### src/rtl/led_bar_meter_peak_hold_assert.svh
// Assertion macros shared by the LED bar meter modules.
`ifndef LED_BAR_METER_PEAK_HOLD_ASSERT_SVH
`define LED_BAR_METER_PEAK_HOLD_ASSERT_SVH

// Checks that cons holds in the same cycle whenever ante holds.
`define LBM_ASSERT_SAME(label, ante, cons, msg) \
  label: assert property (@(posedge clk_i) disable iff (!rst_ni) (ante) |-> (cons)) \
    else $error(msg);

// Checks that cons holds in the cycle after ante holds.
`define LBM_ASSERT_NEXT(label, ante, cons, msg) \
  label: assert property (@(posedge clk_i) disable iff (!rst_ni) (ante) |=> (cons)) \
    else $error(msg);

`endif

### src/rtl/lbm_pkg.sv
// Types and constants of the LED bar meter with peak hold.
package lbm_pkg;

  localparam int LBM_CHANNELS    = 8;
  localparam int LBM_SAMPLE_BITS = 12;
  localparam int CHAN_BITS       = 3;
  localparam int BAR_BITS        = 8;
  localparam int THR_BITS        = 12;
  localparam int HOLD_BITS       = 8;
  localparam int CFG_WIDTH       = 12;
  localparam int CFG_IDX_BITS    = 2;
  localparam int LBM_QDEPTH      = 2;

  localparam logic [THR_BITS-1:0]  OFF_THRESHOLD_RST = 12'd0;
  localparam logic [THR_BITS-1:0]  LED_STEP_RST      = 12'd64;
  localparam logic [HOLD_BITS-1:0] PEAK_HOLD_RST     = 8'd20;
  localparam logic [HOLD_BITS-1:0] DECAY_HOLD_RST    = 8'd2;

  typedef enum logic [CFG_IDX_BITS-1:0] {
    CFG_OFF_THRESHOLD = 2'd0,
    CFG_LED_STEP      = 2'd1,
    CFG_PEAK_HOLD     = 2'd2,
    CFG_DECAY_HOLD    = 2'd3
  } lbm_cfg_idx_e;

  typedef struct packed {
    logic [THR_BITS-1:0]  off_threshold;
    logic [THR_BITS-1:0]  led_step;
    logic [HOLD_BITS-1:0] peak_hold_ticks;
    logic [HOLD_BITS-1:0] decay_hold_ticks;
  } lbm_cfg_t;

  typedef enum logic [1:0] {
    ST_IDLE  = 2'd0,
    ST_DIV   = 2'd1,
    ST_WRITE = 2'd2
  } lbm_state_e;

endpackage

### src/rtl/led_bar_meter_peak_hold.sv
// Top level of the per-channel LED bar meter with peak hold and stepwise decay.
//
// Samples enter through a queue-like port: an item is taken when push is high and
// full is low. Each item names a channel and an amplitude; items for channels at or
// above CHANNELS are taken and dropped without a result. Every other item gives one
// result on the output queue: the channel, its bar length in LEDs and the peak flag.
// A result waits while empty is low and leaves when pop is high.
// The back part divides by the LED step one quotient bit per cycle; an amplitude
// at or below the threshold, or a zero step, skips the divide. The back part
// takes no new item until the result of the last one is on the output queue.
// Two-entry queues stand on each side of the divider, so a stalled receiver first
// fills the result queue, then halts the divider, then asserts full.
// Configuration writes take effect on the next cycle. The user must make them
// only while idle; the block itself does not enforce this.
// Reset clears all bars, hold counts and peak flags and loads the register defaults.
module led_bar_meter_peak_hold
  import lbm_pkg::*;
#(
  parameter int CHANNELS    = LBM_CHANNELS,
  parameter int SAMPLE_BITS = LBM_SAMPLE_BITS
) (
  input  logic                    clk_i,
  input  logic                    rst_ni,
  input  logic                    cfg_we_i,
  input  logic [CFG_IDX_BITS-1:0] cfg_idx_i,
  input  logic [CFG_WIDTH-1:0]    cfg_wdata_i,
  input  logic                    push,
  output logic                    full,
  input  logic [CHAN_BITS-1:0]    channel_i,
  input  logic [SAMPLE_BITS-1:0]  amplitude_i,
  output logic                    empty,
  input  logic                    pop,
  output logic [CHAN_BITS-1:0]    out_channel_o,
  output logic [BAR_BITS-1:0]     bar_leds_o,
  output logic                    fresh_peak_o
);

  localparam int CMD_W = SAMPLE_BITS + 4;
  localparam int RES_W = CHAN_BITS + BAR_BITS + 1;

  lbm_cfg_t cfg_q;

  logic             cmd_push;
  logic             cmd_full;
  logic             cmd_pop;
  logic             cmd_empty;
  logic [CMD_W-1:0] cmd_in;
  logic [CMD_W-1:0] cmd_out;
  logic             res_push;
  logic             res_full;
  logic [RES_W-1:0] res_in;
  logic [RES_W-1:0] res_out;

  always_ff @(posedge clk_i or negedge rst_ni) begin
    if (!rst_ni) begin
      cfg_q.off_threshold    <= OFF_THRESHOLD_RST;
      cfg_q.led_step         <= LED_STEP_RST;
      cfg_q.peak_hold_ticks  <= PEAK_HOLD_RST;
      cfg_q.decay_hold_ticks <= DECAY_HOLD_RST;
    end else if (cfg_we_i) begin
      unique case (lbm_cfg_idx_e'(cfg_idx_i))
        CFG_OFF_THRESHOLD: cfg_q.off_threshold    <= cfg_wdata_i[THR_BITS-1:0];
        CFG_LED_STEP:      cfg_q.led_step         <= cfg_wdata_i[THR_BITS-1:0];
        CFG_PEAK_HOLD:     cfg_q.peak_hold_ticks  <= cfg_wdata_i[HOLD_BITS-1:0];
        CFG_DECAY_HOLD:    cfg_q.decay_hold_ticks <= cfg_wdata_i[HOLD_BITS-1:0];
        default:           cfg_q                  <= cfg_q;
      endcase
    end
  end

  lbm_front #(
    .CHANNELS    (CHANNELS),
    .SAMPLE_BITS (SAMPLE_BITS)
  ) u_front (
    .push_i          (push),
    .full_o          (full),
    .channel_i       (channel_i),
    .amplitude_i     (amplitude_i),
    .off_threshold_i (cfg_q.off_threshold),
    .cmd_full_i      (cmd_full),
    .cmd_push_o      (cmd_push),
    .cmd_data_o      (cmd_in)
  );

  lbm_queue #(
    .WIDTH (CMD_W)
  ) u_cmd_queue (
    .clk_i   (clk_i),
    .rst_ni  (rst_ni),
    .push_i  (cmd_push),
    .data_i  (cmd_in),
    .full_o  (cmd_full),
    .pop_i   (cmd_pop),
    .data_o  (cmd_out),
    .empty_o (cmd_empty)
  );

  lbm_back #(
    .CHANNELS    (CHANNELS),
    .SAMPLE_BITS (SAMPLE_BITS)
  ) u_back (
    .clk_i       (clk_i),
    .rst_ni      (rst_ni),
    .cfg_i       (cfg_q),
    .cmd_empty_i (cmd_empty),
    .cmd_data_i  (cmd_out),
    .cmd_pop_o   (cmd_pop),
    .res_full_i  (res_full),
    .res_push_o  (res_push),
    .res_data_o  (res_in)
  );

  lbm_queue #(
    .WIDTH (RES_W)
  ) u_res_queue (
    .clk_i   (clk_i),
    .rst_ni  (rst_ni),
    .push_i  (res_push),
    .data_i  (res_in),
    .full_o  (res_full),
    .pop_i   (pop),
    .data_o  (res_out),
    .empty_o (empty)
  );

  assign out_channel_o = res_out[RES_W-1:BAR_BITS+1];
  assign bar_leds_o    = res_out[BAR_BITS:1];
  assign fresh_peak_o  = res_out[0];

endmodule

### src/rtl/lbm_queue.sv
// Small first-in first-out queue of items between pipeline parts.
module lbm_queue
  import lbm_pkg::*;
#(
  parameter int WIDTH = 8
) (
  input  logic             clk_i,
  input  logic             rst_ni,
  input  logic             push_i,
  input  logic [WIDTH-1:0] data_i,
  output logic             full_o,
  input  logic             pop_i,
  output logic [WIDTH-1:0] data_o,
  output logic             empty_o
);

  localparam int PTR_W = (LBM_QDEPTH > 1) ? $clog2(LBM_QDEPTH) : 1;
  localparam int CNT_W = $clog2(LBM_QDEPTH + 1);
  localparam logic [PTR_W-1:0] LAST_PTR = PTR_W'(LBM_QDEPTH - 1);
  localparam logic [CNT_W-1:0] FULL_CNT = CNT_W'(LBM_QDEPTH);

  logic [WIDTH-1:0] mem_q [LBM_QDEPTH];
  logic [PTR_W-1:0] wr_ptr_q, wr_ptr_d;
  logic [PTR_W-1:0] rd_ptr_q, rd_ptr_d;
  logic [CNT_W-1:0] count_q, count_d;
  logic             do_push;
  logic             do_pop;

  assign full_o  = (count_q == FULL_CNT);
  assign empty_o = (count_q == '0);
  assign do_push = push_i && !full_o;
  assign do_pop  = pop_i && !empty_o;
  assign data_o  = mem_q[rd_ptr_q];

  always_comb begin
    wr_ptr_d = wr_ptr_q;
    rd_ptr_d = rd_ptr_q;
    count_d  = count_q;
    if (do_push) begin
      wr_ptr_d = (wr_ptr_q == LAST_PTR) ? '0 : wr_ptr_q + 1'b1;
    end
    if (do_pop) begin
      rd_ptr_d = (rd_ptr_q == LAST_PTR) ? '0 : rd_ptr_q + 1'b1;
    end
    if (do_push && !do_pop) begin
      count_d = count_q + 1'b1;
    end else if (do_pop && !do_push) begin
      count_d = count_q - 1'b1;
    end
  end

  always_ff @(posedge clk_i or negedge rst_ni) begin
    if (!rst_ni) begin
      wr_ptr_q <= '0;
      rd_ptr_q <= '0;
      count_q  <= '0;
    end else begin
      wr_ptr_q <= wr_ptr_d;
      rd_ptr_q <= rd_ptr_d;
      count_q  <= count_d;
    end
  end

  always_ff @(posedge clk_i) begin
    if (do_push) begin
      mem_q[wr_ptr_q] <= data_i;
    end
  end

`include "led_bar_meter_peak_hold_assert.svh"

  `LBM_ASSERT_NEXT(a_push_fills, do_push && !do_pop, !empty_o, "queue empty after a push")

endmodule

### src/rtl/lbm_front.sv
// Front part: accepts samples, drops unknown channels and compares against the threshold.
module lbm_front
  import lbm_pkg::*;
#(
  parameter int CHANNELS    = LBM_CHANNELS,
  parameter int SAMPLE_BITS = LBM_SAMPLE_BITS
) (
  input  logic                     push_i,
  output logic                     full_o,
  input  logic [CHAN_BITS-1:0]     channel_i,
  input  logic [SAMPLE_BITS-1:0]   amplitude_i,
  input  logic [THR_BITS-1:0]      off_threshold_i,
  input  logic                     cmd_full_i,
  output logic                     cmd_push_o,
  output logic [SAMPLE_BITS+3:0]   cmd_data_o
);

  localparam int NUM_CH = (CHANNELS < (2 ** CHAN_BITS)) ? CHANNELS : (2 ** CHAN_BITS);
  localparam int CMP_W  = (SAMPLE_BITS > THR_BITS) ? SAMPLE_BITS : THR_BITS;
  localparam logic [CHAN_BITS:0] NUM_CH_L = (CHAN_BITS + 1)'(NUM_CH);

  logic             chan_ok;
  logic             below;
  logic [CMP_W-1:0] amp_w;
  logic [CMP_W-1:0] off_w;
  logic [CMP_W-1:0] diff_w;

  assign amp_w   = CMP_W'(amplitude_i);
  assign off_w   = CMP_W'(off_threshold_i);
  assign below   = (amp_w <= off_w);
  assign diff_w  = amp_w - off_w;
  assign chan_ok = ({1'b0, channel_i} < NUM_CH_L);

  // Items for channels that do not exist are taken and dropped.
  assign full_o     = cmd_full_i;
  assign cmd_push_o = push_i && !cmd_full_i && chan_ok;
  assign cmd_data_o = {channel_i, below, diff_w[SAMPLE_BITS-1:0]};

endmodule

### src/rtl/lbm_back.sv
// Back part: serial divide by the LED step and per-channel bar, hold and peak update.
module lbm_back
  import lbm_pkg::*;
#(
  parameter int CHANNELS    = LBM_CHANNELS,
  parameter int SAMPLE_BITS = LBM_SAMPLE_BITS
) (
  input  logic                              clk_i,
  input  logic                              rst_ni,
  input  lbm_cfg_t                          cfg_i,
  input  logic                              cmd_empty_i,
  input  logic [SAMPLE_BITS+3:0]            cmd_data_i,
  output logic                              cmd_pop_o,
  input  logic                              res_full_i,
  output logic                              res_push_o,
  output logic [CHAN_BITS+BAR_BITS:0]       res_data_o
);

  localparam int NUM_CH = (CHANNELS < (2 ** CHAN_BITS)) ? CHANNELS : (2 ** CHAN_BITS);
  localparam int IDX_W  = (NUM_CH > 1) ? $clog2(NUM_CH) : 1;
  localparam int CNT_W  = $clog2(SAMPLE_BITS + 1);
  localparam logic [CNT_W-1:0] LAST_CNT = CNT_W'(SAMPLE_BITS - 1);
  localparam logic [SAMPLE_BITS-1:0] SAT_Q = SAMPLE_BITS'(255);

  lbm_state_e state_q, state_d;

  logic [CHAN_BITS-1:0]   cmd_chan;
  logic                   cmd_below;
  logic [SAMPLE_BITS-1:0] cmd_diff;
  logic                   direct;
  logic                   div_last;

  logic [CHAN_BITS-1:0]   ch_q;
  logic [SAMPLE_BITS-1:0] dvd_q;
  logic [SAMPLE_BITS-1:0] quo_q;
  logic [SAMPLE_BITS-1:0] quo_d;
  logic [THR_BITS-1:0]    rem_q;
  logic [THR_BITS:0]      trial;
  logic [THR_BITS:0]      trial_sub;
  logic                   trial_ge;
  logic [CNT_W-1:0]       cnt_q;
  logic [BAR_BITS-1:0]    tgt_q;

  logic [BAR_BITS-1:0]  bar_q  [NUM_CH];
  logic [HOLD_BITS-1:0] hold_q [NUM_CH];
  logic                 peak_q [NUM_CH];

  logic [IDX_W-1:0]     idx;
  logic [BAR_BITS-1:0]  cur_bar;
  logic [HOLD_BITS-1:0] cur_hold;
  logic                 cur_peak;
  logic [HOLD_BITS-1:0] limit;
  logic [BAR_BITS-1:0]  upd_bar;
  logic [HOLD_BITS-1:0] upd_hold;
  logic                 upd_peak;

  assign cmd_chan  = cmd_data_i[SAMPLE_BITS+3:SAMPLE_BITS+1];
  assign cmd_below = cmd_data_i[SAMPLE_BITS];
  assign cmd_diff  = cmd_data_i[SAMPLE_BITS-1:0];
  assign direct    = cmd_below || (cfg_i.led_step == '0);
  assign div_last  = (cnt_q == LAST_CNT);

  assign trial     = {rem_q, dvd_q[SAMPLE_BITS-1]};
  assign trial_ge  = (trial >= {1'b0, cfg_i.led_step});
  assign trial_sub = trial - {1'b0, cfg_i.led_step};
  assign quo_d     = {quo_q[SAMPLE_BITS-2:0], trial_ge};

  always_comb begin
    state_d = state_q;
    unique case (state_q)
      ST_IDLE: begin
        if (!cmd_empty_i) begin
          state_d = direct ? ST_WRITE : ST_DIV;
        end
      end
      ST_DIV: begin
        if (div_last) begin
          state_d = ST_WRITE;
        end
      end
      ST_WRITE: begin
        if (!res_full_i) begin
          state_d = ST_IDLE;
        end
      end
      default: state_d = ST_IDLE;
    endcase
  end

  always_comb begin
    cmd_pop_o  = 1'b0;
    res_push_o = 1'b0;
    unique case (state_q)
      ST_IDLE:  cmd_pop_o  = !cmd_empty_i;
      ST_DIV:   cmd_pop_o  = 1'b0;
      ST_WRITE: res_push_o = !res_full_i;
      default: begin
        cmd_pop_o  = 1'b0;
        res_push_o = 1'b0;
      end
    endcase
  end

  always_ff @(posedge clk_i or negedge rst_ni) begin
    if (!rst_ni) begin
      state_q <= ST_IDLE;
    end else begin
      state_q <= state_d;
    end
  end

  always_ff @(posedge clk_i) begin
    if (cmd_pop_o) begin
      ch_q  <= cmd_chan;
      dvd_q <= cmd_diff;
      rem_q <= '0;
      quo_q <= '0;
      cnt_q <= '0;
      tgt_q <= cmd_below ? BAR_BITS'(1) : '1;
    end else if (state_q == ST_DIV) begin
      dvd_q <= {dvd_q[SAMPLE_BITS-2:0], 1'b0};
      rem_q <= trial_ge ? trial_sub[THR_BITS-1:0] : trial[THR_BITS-1:0];
      quo_q <= quo_d;
      cnt_q <= cnt_q + 1'b1;
      if (div_last) begin
        tgt_q <= (quo_d > SAT_Q) ? '1 : quo_d[BAR_BITS-1:0];
      end
    end
  end

  assign idx      = ch_q[IDX_W-1:0];
  assign cur_bar  = bar_q[idx];
  assign cur_hold = hold_q[idx];
  assign cur_peak = peak_q[idx];
  assign limit    = cur_peak ? cfg_i.peak_hold_ticks : cfg_i.decay_hold_ticks;

  // The hold count is left as it is when the bar rises.
  always_comb begin
    upd_bar  = cur_bar;
    upd_hold = cur_hold;
    upd_peak = cur_peak;
    if (tgt_q < cur_bar) begin
      if (cur_hold < limit) begin
        upd_hold = cur_hold + 1'b1;
      end else begin
        upd_hold = '0;
        upd_bar  = cur_bar - 1'b1;
        upd_peak = 1'b0;
      end
    end else begin
      upd_bar  = tgt_q;
      upd_peak = 1'b1;
    end
  end

  always_ff @(posedge clk_i or negedge rst_ni) begin
    if (!rst_ni) begin
      for (int i = 0; i < NUM_CH; i++) begin
        bar_q[i]  <= '0;
        hold_q[i] <= '0;
        peak_q[i] <= 1'b0;
      end
    end else if (res_push_o) begin
      bar_q[idx]  <= upd_bar;
      hold_q[idx] <= upd_hold;
      peak_q[idx] <= upd_peak;
    end
  end

  assign res_data_o = {ch_q, upd_bar, upd_peak};

`include "led_bar_meter_peak_hold_assert.svh"

  `LBM_ASSERT_SAME(a_div_count, state_q == ST_DIV, cnt_q < CNT_W'(SAMPLE_BITS), "divide overran")
  `LBM_ASSERT_SAME(a_push_room, res_push_o, !res_full_i && state_q == ST_WRITE, "bad result push")
  `LBM_ASSERT_NEXT(a_pop_busy, cmd_pop_o, state_q != ST_IDLE, "idle after taking an item")

endmodule

### config.mk
export PLATFORM = sky130hd
export DESIGN_NAME = led_bar_meter_peak_hold
export DESIGN_NICKNAME = d
export VERILOG_FILES = /design/src/rtl/lbm_pkg.sv /design/src/rtl/led_bar_meter_peak_hold.sv /design/src/rtl/lbm_queue.sv /design/src/rtl/lbm_front.sv /design/src/rtl/lbm_back.sv
export VERILOG_INCLUDE_DIRS = /design/src /design/src/rtl
export SDC_FILE = /design/constraint.sdc
export NUM_CORES = 1
export LEC_CHECK = 0
export ABC_AREA = 1
export BUFFER_PORTS_ARGS = -buffer_cell sky130_fd_sc_hd__buf_2
export CORE_UTILIZATION = 65
export CTS_BUF_LIST = sky130_fd_sc_hd__clkbuf_4
export CTS_CLUSTER_SIZE = 20
export DETAILED_ROUTE_END_ITERATION = 16
export GPL_TIMING_DRIVEN = 0
export PLACE_DENSITY = 0.83
export SYNTH_ARGS = -nofsm -noshare
export SYNTH_HDL_FRONTEND = slang
export SYNTH_HIERARCHICAL = 1
export SYNTH_SLANG_ARGS = --single-unit
### constraint.sdc
create_clock -name clk_i -period 5.69 [get_ports clk_i]
set_clock_uncertainty 0.1 [all_clocks]
set_input_delay 0.569 -clock clk_i [delete_from_list [all_inputs] [get_ports clk_i]]
set_output_delay 0.569 -clock clk_i [all_outputs]
set_load 0.01 [all_outputs]
Yosys cells after proc, flatten, opt, wreduce, memory -nomap -nowiden
Memory sizes are Yosys's and may differ from the RTL's.
Index checks and enable logic that the tools add are counted.
- register bits after elaboration: 236
- memories kept: 2
- output and inout port bits: 14
- memory bits (writable): 56
- reductions and logical operators: 34
- add/sub/neg operators: 13
- bitwise gates (word level): 1
- muxes and demuxes: 50
- $lt $le $gt $ge: 7
- equality and inequality tests: 11
- memory list (name ; words ; bits a word ; read ports ; clocked after Yosys merged registers in ; wr ports ; line ; text):
    u_cmd_queue.mem_q ; 2 ; 16 ; 1 ; 0 ; 1 ; lbm_queue.sv:22 ; logic [WIDTH-1:0] mem_q [LBM_QDEPTH];
    u_res_queue.mem_q ; 2 ; 12 ; 1 ; 0 ; 1 ; lbm_queue.sv:22 ;
- operators with widths (cell ; number):
    64-bit bitwise mux ; 2
    8-bit two-way mux ; 15
    8-bit binary-select mux with 3-bit select ; 2
    12-bit two-way mux ; 3
    8-bit demux with 3-bit select ; 1
    12-bit subtractor ; 2
    8-bit less-than comparator ; 2
    2-bit two-way mux ; 8
    1-bit two-way mux ; 15
    13-bit by 12-bit >= comparator with 1-bit output ; 1
    12-bit by 8-bit greater-than comparator with 1-bit output (second input constant) ; 1
    12-bit less-or-equal comparator ; 1
    12-bit zero test ; 1
    2-bit equality test (second input constant) ; 5
    1-bit logical AND ; 10
    2-bit AND reduction ; 5
    8-bit by 1-bit adder with 8-bit output (second input constant) ; 1
    8-bit bitwise mux ; 1
    1-bit zero test ; 8
    2-bit zero test ; 4
    2-bit nonzero test ; 4
    8-bit by 1-bit subtractor with 8-bit output (second input constant) ; 1
    2-bit case mux with 3 select lines ; 1
    1-bit adder (second input constant) ; 4
    other kinds (14) ; 18

Depth between registers and ports, before layout
- word-level depth: 9
- mapped depth: 23
- depth with buffers taken out: 20

Hierarchy
The synthesis kept the hierarchy.
- by module, submodules not included (module ; cells each ; seq. area each (µm²) ; instances ; area an instance (µm²)):
    lbm_back ; 1312 ; 4684.5 ; 1 ; 10206.0
    led_bar_meter_peak_hold ; 181 ; 1006.0 ; 1 ; 1676.6
    lbm_queue at u_cmd_queue ; 115 ; 1061.0 ; 1 ; 1402.6
    lbm_queue at u_res_queue ; 94 ; 820.8 ; 1 ; 1119.8
    lbm_front ; 159 ; 0.0 ; 1 ; 812.0

Least setup slack after synthesis
No wires, ideal clock.
- path type: reg2reg
- start: register u_back.ch_q[0]
- end: memory u_res_queue/mem_q[0][6] in the netlist's numbering (data pin)
- slack: 2.533 ns
- stages on the path, launching flop included: 17
- library setup time: 0.258 ns
- buffers on the path: 3
- data arrival time: 2.800 ns
- path through: edfxtp_1 -> inv_2 -> buf_6 -> nor2_1 -> buf_4 -> a22o_1 -> inv_1 -> nand4_1 -> ha_1 -> nand2_1 -> nor2_1 -> a211oi_2 -> nand2_4 -> buf_8 -> nand2_1 -> nand3_4 -> and2_1
- cells in the longest elaborated chain, start to end: 8
- elaborated cells on any way between the ends: 16
- those cells by class: add/sub: 1; order compare: 2; mux: 12; bitwise: 1
- RTL lines (item ; line ; text):
    from (decl) ; lbm_back.sv:33 ; logic [CHAN_BITS-1:0] ch_q;
    from (signal assigned) ; lbm_back.sv:114 ; ch_q <= cmd_chan;
    3-bit inverter with 4-bit output (not written as such) * ; lbm_back.sv:132, lbm_back.sv:133, lbm_back.sv:134 ;
    1-bit binary-select mux with 3-bit select ; lbm_back.sv:134 ; assign cur_peak = peak_q[idx];
    1-bit two-way mux (not written as such) (2 in series) ; lbm_back.sv:134 ;
    8-bit two-way mux ; lbm_back.sv:135 ; assign limit = cur_peak ? cfg_i.peak_hold_ticks : cfg_i.decay_hold_ticks;
    8-bit less-than comparator ; lbm_back.sv:143 ; if (cur_hold < limit) begin
    8-bit two-way mux ; lbm_back.sv:143 ;
    8-bit two-way mux * ; lbm_back.sv:142 ; if (tgt_q < cur_bar) begin
    net res_in[6] ; led_bar_meter_peak_hold.sv:51 ; logic [RES_W-1:0] res_in;
    to (decl) ; lbm_queue.sv:22 ;
The timed path passes the listed nets; every way through them passes the cells marked *. The select of a mux whose other input is x is not followed.

Final worst setup path
- start: register u_back.ch_q[2]
- end: memory u_res_queue/mem_q[1][6] in the netlist's numbering (data pin)
The elaborated chain is that of the path after synthesis.

==> metrics <==
Syn Area/Cell 8.18 um^2; dominant synthesized flop cell dfrtp_1; adder and majority cell fraction of the synthesized area 3.80%; antenna violations before repair 1; number of global-route vias before repair 12268; Placeable Area 22800 um^2; final WL 37900 um; Reg2Reg Depth 17; Buf+Inv Stages, Crit Path 5; Tightest Hold Check Type in -> reg; Root Driver clkbuf_4; hold depth 3; Synth Area in Compound Gates 6.88%; Site Rows 55; crit-path cells inv_1, nand2_1, nor2_1, buf_2, nand2_1, nand2_1, inv_1, nand4_1, inv_1, ha_1, nand2_1, or2_2, nand2_1, a21oi_4, or2_2, buf_1, and2_1; GPL Wtd Cong 0.940; CP max FO 10; DR iter-0 viols 1205; largest family of logic cells by synthesized area simple AND/OR/NAND/NOR gates; Worst-Skew Late Latency 0.69 ns; CTS max path bufs 3; Arr. time, crit path 4.55 ns; WL/cell 16.1 um; r2r startpoint u_back/ch_q[2]; Sw Ratio 45.9%; share of cells above drive strength 1 14.8%; Yosys reg bits 292; Hold Crit Start pop; RSZ-0062 raised after global routing no; max-cap violations 0; Seq/Total Area, Yosys 49.8%; drt drc 0; final setup fails 0; GRT overflow 0; setup TNS 0 ns; synthesis-to-finish area growth 10.8%; Post-Synth Simple-Gate Area 30.3%; Crit-path slowest cell edfxtp_1; Synth area leaders dfrtp_1 (30%), nand2_1 (18%), edfxtp_1 (16%), inv_1 (4.5%), nand3_1 (3.6%); Max VDD drop 0.429 mV; Synth Area in XOR/XNOR 1.09%; worst relative slew slack 33.2%; Crit. End Element flip-flop; most frequent CP cell nand2_1; via count 13183; CTS sink count 292; most frequent cells in the layout nand2_1 (734), dfrtp_1 (182), inv_1 (182); Yosys top cell by area dfrtp_1; PwrDens 607 nW/um^2; GRT Util Overall 32.3%; setup slack, reg-to-reg 1.46 ns; Comb power frac 49.9%; Post-Synthesis Cell Area 15200 um^2; post-CTS resize count 0; Worst EP required 6.01 ns; Starting Density 66.8%; Total Nets Final 2064; CP top delay family simple AND/OR/NAND/NOR gates; Die Y 155 um; Port Buffers 42; drt via density 5.60; Syn. warnings 6; CP startpoint u_back/ch_q[2]; drt pass-1 iters 6; Clk pin slew, worst setup/hold paths 0.07 ns; Fin. Hold Viols 0; I/O Pins 48; Critical Path Sink u_res_queue/mem_q[1][6]; first-pass GRT wire length 60400 um; DPL Wire Length 26600 um; CP Depth 17; Reg2Reg Capture Point u_res_queue/mem_q[1][6]; Switch Pwr 4.70 mW; Tcrit/Tclk final 74.3%; status complete, no violations; area share of the largest cell type after synthesis 29.9%; Mapped Nets 1940; max frequency 236 MHz; Leak 8.50 nW; H-tree depth 3; Tmin final 4.23 ns; Clock power frac 17.6%; Post-synth EDFFs 79; nature of the critical path startpoint flip-flop; Mapped Cells 1861; overall power 10.2 mW; Num CTS Buffers 75; CTS tree done; Final ANT Viol Nets 0; synth unique cells 58; cell-internal power 5.54 mW; mux contribution to synthesized area 0.460%; Die W 155 um; CP max stage delay 0.52 ns; largest net degree at the start of global routing 97; worst slew pin tran 0.999 ns; commonest non-fill, non-tap cell in the layout nand2_1; die area 24000 um^2; Slew Viols, Final 0; Worst Path Class, Setup reg -> reg; register share of total power 32.5%; asr flop ratio synth 63.7%
## worst min path at each step
stage | endpoint | slack [ns]
floorplan | cfg_q[0] | 0.17
global placement | cfg_q[8] | 0.35
detailed placement | cfg_q[10] | 0.36
CTS | cfg_q[1] | 0.005
global route | cfg_q[1] | 0.03
finish | u_res_queue/rd_ptr_q | 0.05
## worst min-delay path, stage by stage
cell      delay, ns
buf_2          0.12
nand3b_4       0.07
nand2_1        0.04
## cells in the mapped netlist (6+ instances only)
library cell  count
edfxtp_1         79
dfxtp_1          27
a31oi_1          10
inv_1           182
dfrtp_1         182
nor2_2            9
buf_1             7
nand3_4           6
a22oi_1          12
ha_1             43
buf_2            24
o21ai_0          49
xor2_1           15
nand2_2          19
nand4_1          52
nand2_1         734
nor3_1            8
o22ai_1          16
o21ai_1          17
and2_1            6
mux2i_1           7
buf_4            15
buf_6             6
nand3_1         109
nor2_1           73
clkbuf_1         21
nand3_2           7
a21oi_1          39
or2_2            10
a22o_1           11
inv_2            11
## power groups by stage
stage | Combinational, mW | Clock [mW] | Sequential, mW
floorplan | 3.63 | 0 | 3.25
global placement | 4.82 | 0 | 3.33
detailed placement | 4.96 | 0 | 3.35
CTS | 4.99 | 1.84 | 3.32
global route | 5.59 | 1.94 | 3.39
finish | 5.11 | 1.81 | 3.33
## state kept, by name (all words and copies together), names as in the netlist
register              count
cfg_q                    40
u_back/bar_q             64
u_back/ch_q               3
u_back/cnt_q              4
u_back/dvd_q             12
u_back/hold_q            64
u_back/peak_q             8
u_back/quo_q             11
u_back/rem_q             12
u_back/state_q            2
u_back/tgt_q              8
u_cmd_queue/count_q       2
u_cmd_queue/mem_q        32
u_cmd_queue/rd_ptr_q      1
u_cmd_queue/wr_ptr_q      1
u_res_queue/count_q       2
u_res_queue/mem_q        24
u_res_queue/rd_ptr_q      1
u_res_queue/wr_ptr_q      1
## layout make-up
type / instances / area, um^2
Buffer: 75 / 435
Timing Repair Buffer: 47 / 288
Tap cell: 313 / 392
Sequential cell: 292 / 7570
Clock inverter: 6 / 23.8
Inverter: 195 / 734
Multi-Input combinational cell: 1299 / 6480
Antenna cell: 2 / 5.00
Clock buffer: 125 / 938
Fill cell: 1723 / 5910
## cell families (layout without fill, tap and decap cells)
group / count (synthesis) / count (layout)
XOR/XNOR: 19 / 19
flip-flops: 292 / 292
multiplexers: 7 / 7
buffers and inverters: 270 / 448
AO/OA/AOI/OAI: 173 / 173
AND/OR/NAND/NOR: 1055 / 1055
other: 0 / 2
adder cells (fa/ha/maj): 45 / 45
## layer usage
metal | share of wire (%) | global-route usage [%] | vias up
met5 | 0 | 0 | -
met4 | 3.1 | 13.8 | 0
met3 | 11 | 8.64 | 101
met2 | 46 | 51.4 | 622
met1 | 40 | 41.8 | 6140
li1 | - | - | 6320
## through the flow
step                      cells  cell area, um^2  util (%)  hold WS (ns)  worst slack [ns]
after CTS                  2352            16900      74.0       0.00547              1.52
final                      2354            16900      74.0        0.0538              1.46
after global placement     2216            15800      69.4         0.353             0.963
after floorplan            1861            15200         -         0.173              2.53
after global routing       2353            16900      74.0        0.0256              1.34
after detailed placement   2217            15900      69.6         0.355              1.55
## repair_timing
action                    in CTS  in global routing
hold buffers                   4                  0
buffers inserted               0                  0
hold endpoints to repair      96                  0
(Power assumes the default switching activity.)
